<file path="src/rtl/core/thermal_spi_frame_assembler_macros.svh">
// Assertion macros shared by the RTL that checks itself.
`ifndef THERMAL_SPI_FRAME_ASSEMBLER_MACROS_SVH
`define THERMAL_SPI_FRAME_ASSEMBLER_MACROS_SVH

// The consequent must hold in the same cycle as the antecedent.
`define TSFA_ASSERT_SAME(label, ante, cons) \
    label: assert property (@(posedge aclk) disable iff (!aresetn) (ante) |-> (cons)) \
        else $error("tsfa assertion failed");

// The consequent must hold in the cycle after the antecedent.
`define TSFA_ASSERT_NEXT(label, ante, cons) \
    label: assert property (@(posedge aclk) disable iff (!aresetn) (ante) |=> (cons)) \
        else $error("tsfa assertion failed");

`endif

</file>
<file path="src/rtl/core/tsfa_pkg.sv">
package tsfa_pkg;

    localparam int FRAME_WIDTH  = 80;
    localparam int FRAME_HEIGHT = 60;

    localparam logic [6:0]  COL_LAST       = 7'(FRAME_WIDTH - 1);
    localparam logic [5:0]  ROW_LAST       = 6'(FRAME_HEIGHT - 1);
    localparam logic [3:0]  DISCARD_NIBBLE = 4'hF;
    localparam logic [15:0] PIX_MIN_RESET  = 16'hFFFF;
    localparam logic [8:0]  DISCARD_SAT    = 9'h1FF;
    localparam logic [8:0]  DISCARD_LIMIT_RESET = 9'd300;
    localparam logic [9:0]  RESYNC_LIMIT_RESET  = 10'd750;

    localparam logic KIND_PIXEL = 1'b0;
    localparam logic KIND_ABORT = 1'b1;

    // Register indexes of the configuration port.
    typedef enum logic [0:0] {
        CFG_DISCARD_LIMIT = 1'b0,
        CFG_RESYNC_LIMIT  = 1'b1
    } cfg_reg_t;

    typedef struct packed {
        logic [7:0] data_byte;
        logic       packet_start;
    } byte_item_t;

    typedef struct packed {
        logic        kind;
        logic [15:0] pixel_value;
        logic [5:0]  pixel_row;
        logic [6:0]  pixel_column;
        logic        frame_last;
        logic [15:0] frame_min;
        logic [15:0] frame_max;
        logic        long_pause;
    } result_t;

endpackage

</file>
<file path="src/rtl/core/tsfa_skid.sv">
module tsfa_skid (
    input  logic              aclk,
    input  logic              aresetn,
    input  logic              in_valid,
    output logic              in_ready,
    input  tsfa_pkg::result_t in_data,
    output logic              out_valid,
    input  logic              out_ready,
    output tsfa_pkg::result_t out_data
);
    import tsfa_pkg::*;

    logic    out_valid_reg;
    logic    skid_valid_reg;
    result_t out_data_reg;
    result_t skid_data_reg;
    logic    out_take;

    // The output slot can load when it is empty or being drained.
    assign out_take  = out_ready || !out_valid_reg;
    assign in_ready  = !skid_valid_reg;
    assign out_valid = out_valid_reg;
    assign out_data  = out_data_reg;

    always_ff @(posedge aclk) begin
        if (!aresetn) begin
            out_valid_reg  <= 1'b0;
            skid_valid_reg <= 1'b0;
        end else if (out_take) begin
            if (skid_valid_reg) begin
                out_valid_reg  <= 1'b1;
                skid_valid_reg <= 1'b0;
            end else begin
                out_valid_reg <= in_valid;
            end
        end else if (in_valid && !skid_valid_reg) begin
            skid_valid_reg <= 1'b1;
        end
    end

    always_ff @(posedge aclk) begin
        if (out_take) begin
            out_data_reg <= skid_valid_reg ? skid_data_reg : in_data;
        end
        if (!out_take && !skid_valid_reg) begin
            skid_data_reg <= in_data;
        end
    end

endmodule

</file>
<file path="src/rtl/core/thermal_spi_frame_assembler.sv">
// Video-over-SPI frame receiver.
// The s_ channel carries one received SPI byte per transaction, with
// packet_start marking the first byte of each packet. Each packet holds
// four header bytes and then the row's pixels, two bytes each, high first.
// The m_ channel carries at most one result per accepted byte: either a
// pixel with its row and column (with the frame minimum and maximum on the
// last pixel of a frame), or an abort that tells the consumer to drop the
// partial frame it has received so far.
// Each byte is decoded in the cycle it is accepted; its result is registered
// in the output buffer that drives m_. One byte is taken every cycle while
// s_ready is high, a rate set by the state update that feeds the next byte.
// A two-entry output buffer sits in front of m_: when the receiver stalls,
// one more result is absorbed, and then s_ready drops until the receiver
// takes a transaction. s_ready is driven straight from a register.
// The cfg port writes the discard error limit (index 0) and the resync
// limit (index 1); write it only while the block is idle.
// Reset (aresetn low, synchronous) restores both limits to their defaults,
// clears all counters, restarts at row zero and empties the output buffer.
`include "thermal_spi_frame_assembler_macros.svh"

module thermal_spi_frame_assembler (
    input  logic                   aclk,
    input  logic                   aresetn,
    input  logic                   s_valid,
    output logic                   s_ready,
    input  tsfa_pkg::byte_item_t   s_payload,
    output logic                   m_valid,
    input  logic                   m_ready,
    output tsfa_pkg::result_t      m_payload,
    input  logic                   cfg_write_enable,
    input  logic [0:0]             cfg_index,
    input  logic [9:0]             cfg_data
);
    import tsfa_pkg::*;

    // Where the current packet stands.
    typedef enum logic [3:0] {
        DISP_IDLE   = 4'b0001,
        DISP_HEADER = 4'b0010,
        DISP_ROW    = 4'b0100,
        DISP_SKIP   = 4'b1000
    } disp_t;

    disp_t       disp_reg, disp_next;
    logic [7:0]  byte_pos_reg, byte_pos_next;
    logic [5:0]  expected_row_reg, expected_row_next;
    logic [7:0]  held_reg, held_next;
    logic [8:0]  discard_count_reg, discard_count_next;
    logic [9:0]  resync_count_reg, resync_count_next;
    logic [15:0] run_min_reg, run_min_next;
    logic [15:0] run_max_reg, run_max_next;
    logic [8:0]  discard_limit_reg;
    logic [9:0]  resync_limit_reg;

    logic        s_fire;
    logic        abort_now;
    logic        res_valid;
    result_t     res;
    logic [7:0]  pos_inc;
    logic [7:0]  offset;
    logic [6:0]  col;
    logic [15:0] value;
    logic [15:0] new_min;
    logic [15:0] new_max;
    logic [8:0]  discard_inc;
    logic [10:0] resync_inc;

    assign s_fire = s_valid && s_ready;

    // Shared arithmetic for the byte under decode.
    assign pos_inc     = byte_pos_reg + 8'd1;
    assign offset      = pos_inc - 8'd4;
    assign col         = offset[7:1];
    assign value       = {held_reg, s_payload.data_byte};
    assign new_min     = (value < run_min_reg) ? value : run_min_reg;
    assign new_max     = (value > run_max_reg) ? value : run_max_reg;
    assign discard_inc = (discard_count_reg != DISCARD_SAT) ?
                         discard_count_reg + 9'd1 : discard_count_reg;
    assign resync_inc  = {1'b0, resync_count_reg} + 11'd1;

    always_comb begin
        disp_next          = disp_reg;
        byte_pos_next      = byte_pos_reg;
        expected_row_next  = expected_row_reg;
        held_next          = held_reg;
        discard_count_next = discard_count_reg;
        resync_count_next  = resync_count_reg;
        run_min_next       = run_min_reg;
        run_max_next       = run_max_reg;
        abort_now          = 1'b0;
        res_valid          = 1'b0;
        res                = '0;

        if (s_fire) begin
            if (s_payload.packet_start) begin
                byte_pos_next = 8'd0;
                held_next     = s_payload.data_byte;
                if (s_payload.data_byte[3:0] == DISCARD_NIBBLE) begin
                    // A discard packet: count it and skip its body.
                    disp_next          = DISP_SKIP;
                    discard_count_next = discard_inc;
                    abort_now          = (discard_inc > discard_limit_reg);
                end else begin
                    disp_next = DISP_HEADER;
                end
            end else if (disp_reg == DISP_HEADER) begin
                byte_pos_next = pos_inc;
                if (s_payload.data_byte != {2'b00, expected_row_reg}) begin
                    abort_now = 1'b1;
                end else begin
                    disp_next = DISP_ROW;
                end
            end else if (disp_reg == DISP_ROW) begin
                byte_pos_next = pos_inc;
                if (pos_inc >= 8'd4) begin
                    if (!offset[0]) begin
                        held_next = s_payload.data_byte;
                    end else begin
                        res_valid        = 1'b1;
                        res.kind         = KIND_PIXEL;
                        res.pixel_value  = value;
                        res.pixel_row    = expected_row_reg;
                        res.pixel_column = col;
                        run_min_next     = new_min;
                        run_max_next     = new_max;
                        if (col >= COL_LAST) begin
                            disp_next = DISP_SKIP;
                            if (expected_row_reg >= ROW_LAST) begin
                                // Whole frame received: report and start over.
                                res.frame_last     = 1'b1;
                                res.frame_min      = new_min;
                                res.frame_max      = new_max;
                                discard_count_next = '0;
                                resync_count_next  = '0;
                                expected_row_next  = '0;
                                run_min_next       = PIX_MIN_RESET;
                                run_max_next       = '0;
                            end else begin
                                expected_row_next = expected_row_reg + 6'd1;
                            end
                        end
                    end
                end
            end

            if (abort_now) begin
                // Drop the frame attempt and skip the rest of this packet.
                disp_next         = DISP_SKIP;
                expected_row_next = '0;
                run_min_next      = PIX_MIN_RESET;
                run_max_next      = '0;
                res_valid         = 1'b1;
                res.kind          = KIND_ABORT;
                if (resync_inc >= {1'b0, resync_limit_reg}) begin
                    res.long_pause    = 1'b1;
                    resync_count_next = '0;
                end else begin
                    resync_count_next = resync_inc[9:0];
                end
            end
        end
    end

    always_ff @(posedge aclk) begin
        if (!aresetn) begin
            disp_reg          <= DISP_IDLE;
            byte_pos_reg      <= '0;
            expected_row_reg  <= '0;
            held_reg          <= '0;
            discard_count_reg <= '0;
            resync_count_reg  <= '0;
            run_min_reg       <= PIX_MIN_RESET;
            run_max_reg       <= '0;
        end else begin
            disp_reg          <= disp_next;
            byte_pos_reg      <= byte_pos_next;
            expected_row_reg  <= expected_row_next;
            held_reg          <= held_next;
            discard_count_reg <= discard_count_next;
            resync_count_reg  <= resync_count_next;
            run_min_reg       <= run_min_next;
            run_max_reg       <= run_max_next;
        end
    end

    // Configuration registers.
    always_ff @(posedge aclk) begin
        if (!aresetn) begin
            discard_limit_reg <= DISCARD_LIMIT_RESET;
            resync_limit_reg  <= RESYNC_LIMIT_RESET;
        end else if (cfg_write_enable) begin
            unique case (cfg_index)
                CFG_DISCARD_LIMIT: discard_limit_reg <= cfg_data[8:0];
                CFG_RESYNC_LIMIT:  resync_limit_reg  <= cfg_data;
                default: ;
            endcase
        end
    end

    // Output buffer between the decoder and the m_ channel.
    tsfa_skid u_skid (
        .aclk      (aclk),
        .aresetn   (aresetn),
        .in_valid  (s_fire && res_valid),
        .in_ready  (s_ready),
        .in_data   (res),
        .out_valid (m_valid),
        .out_ready (m_ready),
        .out_data  (m_payload)
    );

    // The input can only stall when a result already waits at the output.
    `TSFA_ASSERT_SAME(a_stall_needs_output, !s_ready, m_valid)
    // An abort always restarts the frame at row zero with fresh extremes.
    `TSFA_ASSERT_NEXT(a_abort_restarts, s_fire && abort_now,
        expected_row_reg == 6'd0 && run_min_reg == PIX_MIN_RESET && run_max_reg == 16'd0)
    // Reported frame extremes bracket the last pixel.
    `TSFA_ASSERT_SAME(a_last_in_range, m_valid && m_payload.frame_last,
        m_payload.frame_min <= m_payload.pixel_value &&
        m_payload.pixel_value <= m_payload.frame_max)

endmodule
</file>
<file path="config.mk">
export PLATFORM = sky130hd
export DESIGN_NAME = thermal_spi_frame_assembler
export DESIGN_NICKNAME = d
export VERILOG_FILES = /design/src/rtl/core/tsfa_pkg.sv /design/src/rtl/core/tsfa_skid.sv /design/src/rtl/core/thermal_spi_frame_assembler.sv
export VERILOG_INCLUDE_DIRS = /design/src /design/src/rtl/core
export SDC_FILE = /design/constraint.sdc
export NUM_CORES = 1
export LEC_CHECK = 0
export BUFFER_PORTS_ARGS = -buffer_cell sky130_fd_sc_hd__buf_2
export CAP_MARGIN = 20
export CORE_MARGIN = 3
export CORE_UTILIZATION = 60
export CTS_CLUSTER_SIZE = 24
export DETAILED_ROUTE_END_ITERATION = 7
export HOLD_SLACK_MARGIN = 0.02
export PLACE_DENSITY = 0.8
export SLEW_MARGIN = 20
export SYNTH_ARGS = -nofsm -noshare
export SYNTH_HDL_FRONTEND = slang
export SYNTH_HIERARCHICAL = 1
export SYNTH_SLANG_ARGS = --single-unit
</file>
<file path="constraint.sdc">
create_clock -name aclk -period 5.9 [get_ports aclk]
set_input_delay 0.295 -clock aclk [delete_from_list [all_inputs] [get_ports aclk]]
set_output_delay 0.295 -clock aclk [all_outputs]
set_load 0.03 [all_outputs]
</file>
== After elaboration in Yosys (flattened, before gate mapping) ==
Cells that the tools add are included.
Word-level totals
  register bits after elaboration: 226
  logic and storage cells: 172
Cells by class
  bitwise operators: 2
  equal/unequal tests: 11
  $add $sub $neg: 5
  reduce and logical (&&, ||, !) cells: 33
  magnitude comparators: 7
  muxes and demuxes: 86
Operators with widths (number)
  two-way mux 62 bit: 5
  two-way mux 16 bit: 18
  two-way mux 64 bit: 2
  two-way mux 10 bit: 9
  two-way mux 9 bit: 9
  two-way mux 33 bit: 2
  two-way mux 8 bit: 8
  two-way mux 6 bit: 8
  two-way mux 4 bit: 9
  nonzero test 2 bit: 10
  greater-than comparator 16 bit: 1
  < comparator 16 bit: 1
  two-way mux 1 bit: 16
  AND reduction 8 bit: 2
  nonzero test 4 bit: 4
  AND reduction 6 bit: 2
  adder 10 x 1 -> 11 bit, second input constant: 1
  >= comparator 11 x 10 -> 1 bit: 1
  adder 9 x 1 -> 9 bit, second input constant: 1
  greater-than comparator 9 bit: 1
  inequality test 9 bit, second input constant: 1
  adder 8 x 1 -> 8 bit, second input constant: 1
  >= comparator 8 x 3 -> 1 bit, second input constant: 1
  inequality test 2 x 1 -> 1 bit, second input constant: 4
  19 further kinds: 27

== Logic depth before layout (Yosys ltp) ==
  depth in word-level cells: 11
  depth in mapped cells: 17

== Hierarchy ==
Netlist, hierarchy kept.
By module, submodules not included
  thermal_spi_frame_assembler: cells an instance 903, area an instance 6662.6 um2, times used 1
  tsfa_skid: cells an instance 207, area an instance 4698.3 um2, times used 1

== Least setup slack after synthesis ==
Ideal clock, no wire load.
  path kind: flip-flop to flip-flop
  start: register u_skid.out_valid_reg (netlist: u_skid/out_valid)
  end: register u_skid/skid_data_reg[0] (netlist bit), enable pin
  buffers on the path: 0
  data required time: 5.414 ns
  slack: 0.468 ns
  arrival time: 4.946 ns
  cell stages (with the launch flop): 3
  cell sequence: dfxtp_1 nand2b_1 nor2_1
On the way
  word-level cells in the longest chain between the ends: 4
Ends and longest elaborated chain
  start: declaration: RTL line tsfa_skid.sv:13  | logic out_valid_reg;
  start signal: assignment: RTL line tsfa_skid.sv:34  | out_valid_reg <= in_valid;
  logical NOT 1 bit: RTL line tsfa_skid.sv:20  | assign out_take = out_ready || !out_valid_reg;
  logical OR 1 bit: RTL line tsfa_skid.sv:20
  named net u_skid.out_take: RTL line tsfa_skid.sv:17  | logic out_take;
  logical NOT 1 bit: RTL line tsfa_skid.sv:45  | if (!out_take && !skid_valid_reg) begin
  logical AND 1 bit: RTL line tsfa_skid.sv:45
  end signal: assignment: RTL line tsfa_skid.sv:46  | skid_data_reg <= in_data;
  end: declaration: RTL line tsfa_skid.sv:16  | result_t skid_data_reg;
The timed path passes the listed nets, and every way through them passes these cells.
A chain may end at the register's enable or synchronous reset.

== Worst setup path after layout ==
  start: register byte_pos_reg[0]
  end: register run_min_reg[0]
On the way
  word-level cells in the longest chain between the ends: 10
Ends and longest elaborated chain
  start: declaration: RTL line thermal_spi_frame_assembler.sv:45  | logic [7:0] byte_pos_reg, byte_pos_next;
  start signal: assignment: RTL line thermal_spi_frame_assembler.sv:176  | byte_pos_reg <= byte_pos_next;
  adder 8 x 1 -> 8 bit (*): RTL line thermal_spi_frame_assembler.sv:71  | assign pos_inc = byte_pos_reg + 8'd1;
  subtractor 8 x 3 -> 8 bit: RTL line thermal_spi_frame_assembler.sv:72  | assign offset = pos_inc - 8'd4;
  >= comparator 7 bit: RTL line thermal_spi_frame_assembler.sv:126  | if (col >= COL_LAST) begin
  two-way mux 16 bit: RTL line thermal_spi_frame_assembler.sv:126
  two-way mux 16 bit: RTL line thermal_spi_frame_assembler.sv:116  | if (!offset[0]) begin
  two-way mux 16 bit: RTL line thermal_spi_frame_assembler.sv:115  | if (pos_inc >= 8'd4) begin
  two-way mux 16 bit: RTL line thermal_spi_frame_assembler.sv:113  | end else if (disp_reg == DISP_ROW) begin
  two-way mux 16 bit: RTL line thermal_spi_frame_assembler.sv:106  | end else if (disp_reg == DISP_HEADER) begin
  two-way mux 16 bit: RTL line thermal_spi_frame_assembler.sv:95  | if (s_payload.packet_start) begin
  two-way mux 16 bit: RTL line thermal_spi_frame_assembler.sv:146  | if (abort_now) begin
  end signal: assignment: RTL line thermal_spi_frame_assembler.sv:181  | run_min_reg <= run_min_next;
  end: declaration: RTL line thermal_spi_frame_assembler.sv:50  | logic [15:0] run_min_reg, run_min_next;
Mark *: on every way between the ends. The rest lies on a longest branch, timed or not. The select of a mux whose other input is x is not followed.

==> impl_metrics.env <==
export IMPL_synthCells=1110
export IMPL_htreeDepth=1
export IMPL_hold_depth=3
export IMPL_die_w_um=143.6
export IMPL_crit_chain="ha_1 -> xor2_1 -> inv_1 -> ha_1 -> a31oi_1 -> nand3_1 -> o32ai_1 -> a2111o_1 -> buf_4 -> and2_1 -> o311ai_1"
export IMPL_p_leak_uw=0.005551
export IMPL_yosysMostFrequentCell="nand2_1"
export IMPL_io_buffers=90
export IMPL_cp_data_required_time_ps=6240
export IMPL_cts_clk_slew_worst_paths_ps=60
export IMPL_dp_hpwl_mm=16.42
export IMPL_area_growth_syn_to_layout_pct=11.93
export IMPL_multi_input_area_um2=5029
export IMPL_slew_violations=0
export IMPL_fin_nets=1259
export IMPL_fin_area_um2=12720
export IMPL_cp_max_fo=38
export IMPL_fp_dieH_um=143.6
export IMPL_viasPerCell=6.055
export IMPL_synth_main_ff_cell="edfxtp_1"
export IMPL_ys_seq_area_share_pct=51.10
export IMPL_numCtsBuffers=24
export IMPL_finClkSkew_ps=12.13
export IMPL_arrival_ps=4880
export IMPL_final_hold_violation_count=0
export IMPL_min_delay_start="cfg_data[4]"
export IMPL_p_per_area_nw_per_um2=260.6
export IMPL_tightest_slew_ps=1049
export IMPL_grt_pass1_vias=8131
export IMPL_synth_area_top_cells="edfxtp_1 (34%), dfxtp_1 (17%), ha_1 (6.4%)"
export IMPL_holdBufCountCts=1
export IMPL_slew_headroom_pct=30.08
export IMPL_synth_edff_count=128
export IMPL_yosysUniqueCellTypes=69
export IMPL_crit_path_end_kind="flip-flop"
export IMPL_netlist_area_um2=11360
export IMPL_slowest_delay_ps=820
export IMPL_drc_errors=0
export IMPL_clk_latency_ps=510
export IMPL_holdPathEnd="discard_limit_reg[4]"
export IMPL_tns_ps=0
export IMPL_rr_startpoint="byte_pos_reg[0]"
export IMPL_fin_cells=1423
export IMPL_grt_use_total_pct=24.89
export IMPL_syn_avg_cell_area_um2=10.24
export IMPL_setup_viol=0
export IMPL_hold_slack_ps=38.91
export IMPL_synthTopCellsByCount="nand2_1 (140), edfxtp_1 (128), dfxtp_1 (98), a21oi_1 (88), nand3_1 (68)"
export IMPL_die_area_um2=20620
export IMPL_placed_area_um2=11920
export IMPL_max_freq_mhz=220.2
export IMPL_antenna_found_initial=0
export IMPL_wl_per_cell_um=17.86
export IMPL_n_fill_cell=1306
export IMPL_ff_latch_area_um2=5807
export IMPL_synth_top_cell_area_share_pct=33.83
export IMPL_routed_wl_mm=25.41
export IMPL_hold_path_class="in2reg"
export IMPL_fp_row_count=49
export IMPL_async_reset_ff_share_pct=0
export IMPL_core_area_um2=18270
export IMPL_firstDrtPassIters=5
export IMPL_grt_first_pass_wirelength_mm=41.82
export IMPL_period_share_pct=76.97
export IMPL_drive_gt1_share_pct=18.93
export IMPL_crit_path_top_delay_cell="and2_1"
export IMPL_r2r_end="run_min_reg[0]"
export IMPL_place_ws_ps=1479
export IMPL_setup_slack_ps=1359
export IMPL_rrSetupSlack_ps=1360
export IMPL_synthesis_nets=1193
export IMPL_maxCapViolCount=0
export IMPL_crit_type="reg2reg"
export IMPL_gp_congestion=0.9029
export IMPL_r2r_cells=11
export IMPL_synth_area_leader_cell="edfxtp_1"
export IMPL_start_kind="flip-flop"
export IMPL_post_cts_buffers=0
export IMPL_clock_sinks=226
export IMPL_drtIter0Drc=835
export IMPL_rsz0062_at_grt="false"
export IMPL_max_vdd_ir_drop_mv=0.1936
export IMPL_cts_buffer_depth=3
export IMPL_cts_resized=0
export IMPL_detail_route_antenna_nets=0
export IMPL_cts_tree="yes"
export IMPL_grt_max_degree=66
export IMPL_ys_warn_count=6
export IMPL_min_period_ps=4541
export IMPL_outcome="finished, final reports clean"
export IMPL_synth_seq_cells=226
export IMPL_ios=91
export IMPL_cpMostUsedCell="ha_1"
export IMPL_vias=8616
export IMPL_initial_core_util_pct=62.18
export IMPL_grt_overflow=0
export IMPL_place_inst=1378
export IMPL_cts_root_buf="clkbuf_16"
export IMPL_insertedDiodeCount=0
==> worst max-delay path: cells and delay by family (launching register included) <==
kind / cells / cell delay, ps
AOI/OAI and AO/OA: 4 / 1170
xor gates and xnor gates: 1 / 290
adders and majority gates: 2 / 790
buffers and inverters: 2 / 530
DFF: 1 / 640
and+or+nand+nor: 2 / 910
==> placed cells by master, fill, tap and decap left out, types with 8 or more instances in the layout <==
cell and count:
nand2_1 140, mux2i_1 21, xor2_1 8, nor2_1 44, nand4_1 15, ha_1 58, inv_1 63, buf_2 90
xnor2_1 12, clkbuf_16 25, a21o_1 16, nand2b_1 15, and2_1 30, dfxtp_1 97, nor3_1 8, o21ai_0 51
edfxtp_1 128, mux2_2 64, a21oi_1 88, buf_4 14, nand3_1 68, o211ai_1 14
==> how the worst max path moves through the flow <==
| stage | from | to | slack [ps] | cells past startpoint |
|---|---|---|---|---|
| global placement | byte_pos_reg[0] | run_min_reg[0] | 1610 | 11 |
| CTS | byte_pos_reg[0] | run_min_reg[0] | 1470 | 11 |
| finish | byte_pos_reg[0] | run_min_reg[0] | 1360 | 11 |
| global route | byte_pos_reg[0] | run_min_reg[5] | 1040 | 11 |
| detailed placement | byte_pos_reg[0] | run_min_reg[0] | 1480 | 11 |
| floorplan | u_skid/out_valid | u_skid/skid_data_reg[0] | 470 | 2 |
==> metrics by stage <==
step	utilization [%]	power [uW]
after CTS	69.60	3333
after detailed placement	65.23	1865
after global routing	69.60	3425
after global placement	65.23	1862
after floorplan	-	1812
final	69.60	3314
==> where the power goes <==
group | switching (uW) | internal, uW | total (uW)
Combinational | 108 | 50.0 | 158
Clock | 599 | 879 | 1480
Sequential | 16.3 | 1660 | 1680
==> final cells by class <==
| type | count | area share, % |
|---|---|---|
| Sequential cell | 226 | 45.67 |
| Multi-Input combinational cell | 755 | 39.55 |
| Clock buffer | 34 | 5.579 |
| Timing Repair Buffer | 105 | 4.448 |
| Clock inverter | 10 | 0.6199 |
| Inverter | 64 | 1.889 |
| Tap cell | 229 | 2.253 |
==> per-layer routing <==
metal  part of all wire, %  wire length, um  GRT usage (%)  vias up
li1                      -                -              -     4120
met4                   2.1              527          6.789        0
met1                    45            11370          36.40     4091
met5                     0                0              0        -
met3                   7.4             1873          4.126       46
met2                    46            11640          38.81      359
==> cells by family after synthesis <==
family / count (synthesis) / synth area share [%]
AO/OA/AOI/OAI: 230 / 12.62
XOR/XNOR: 20 / 1.542
adder cells (fa/ha/maj): 58 / 6.388
flip-flops: 226 / 51.10
multiplexers: 85 / 8.194
AND/OR/NAND/NOR: 362 / 15.30
buffers and inverters: 129 / 4.857
Power figures use the tool's default switching activity.
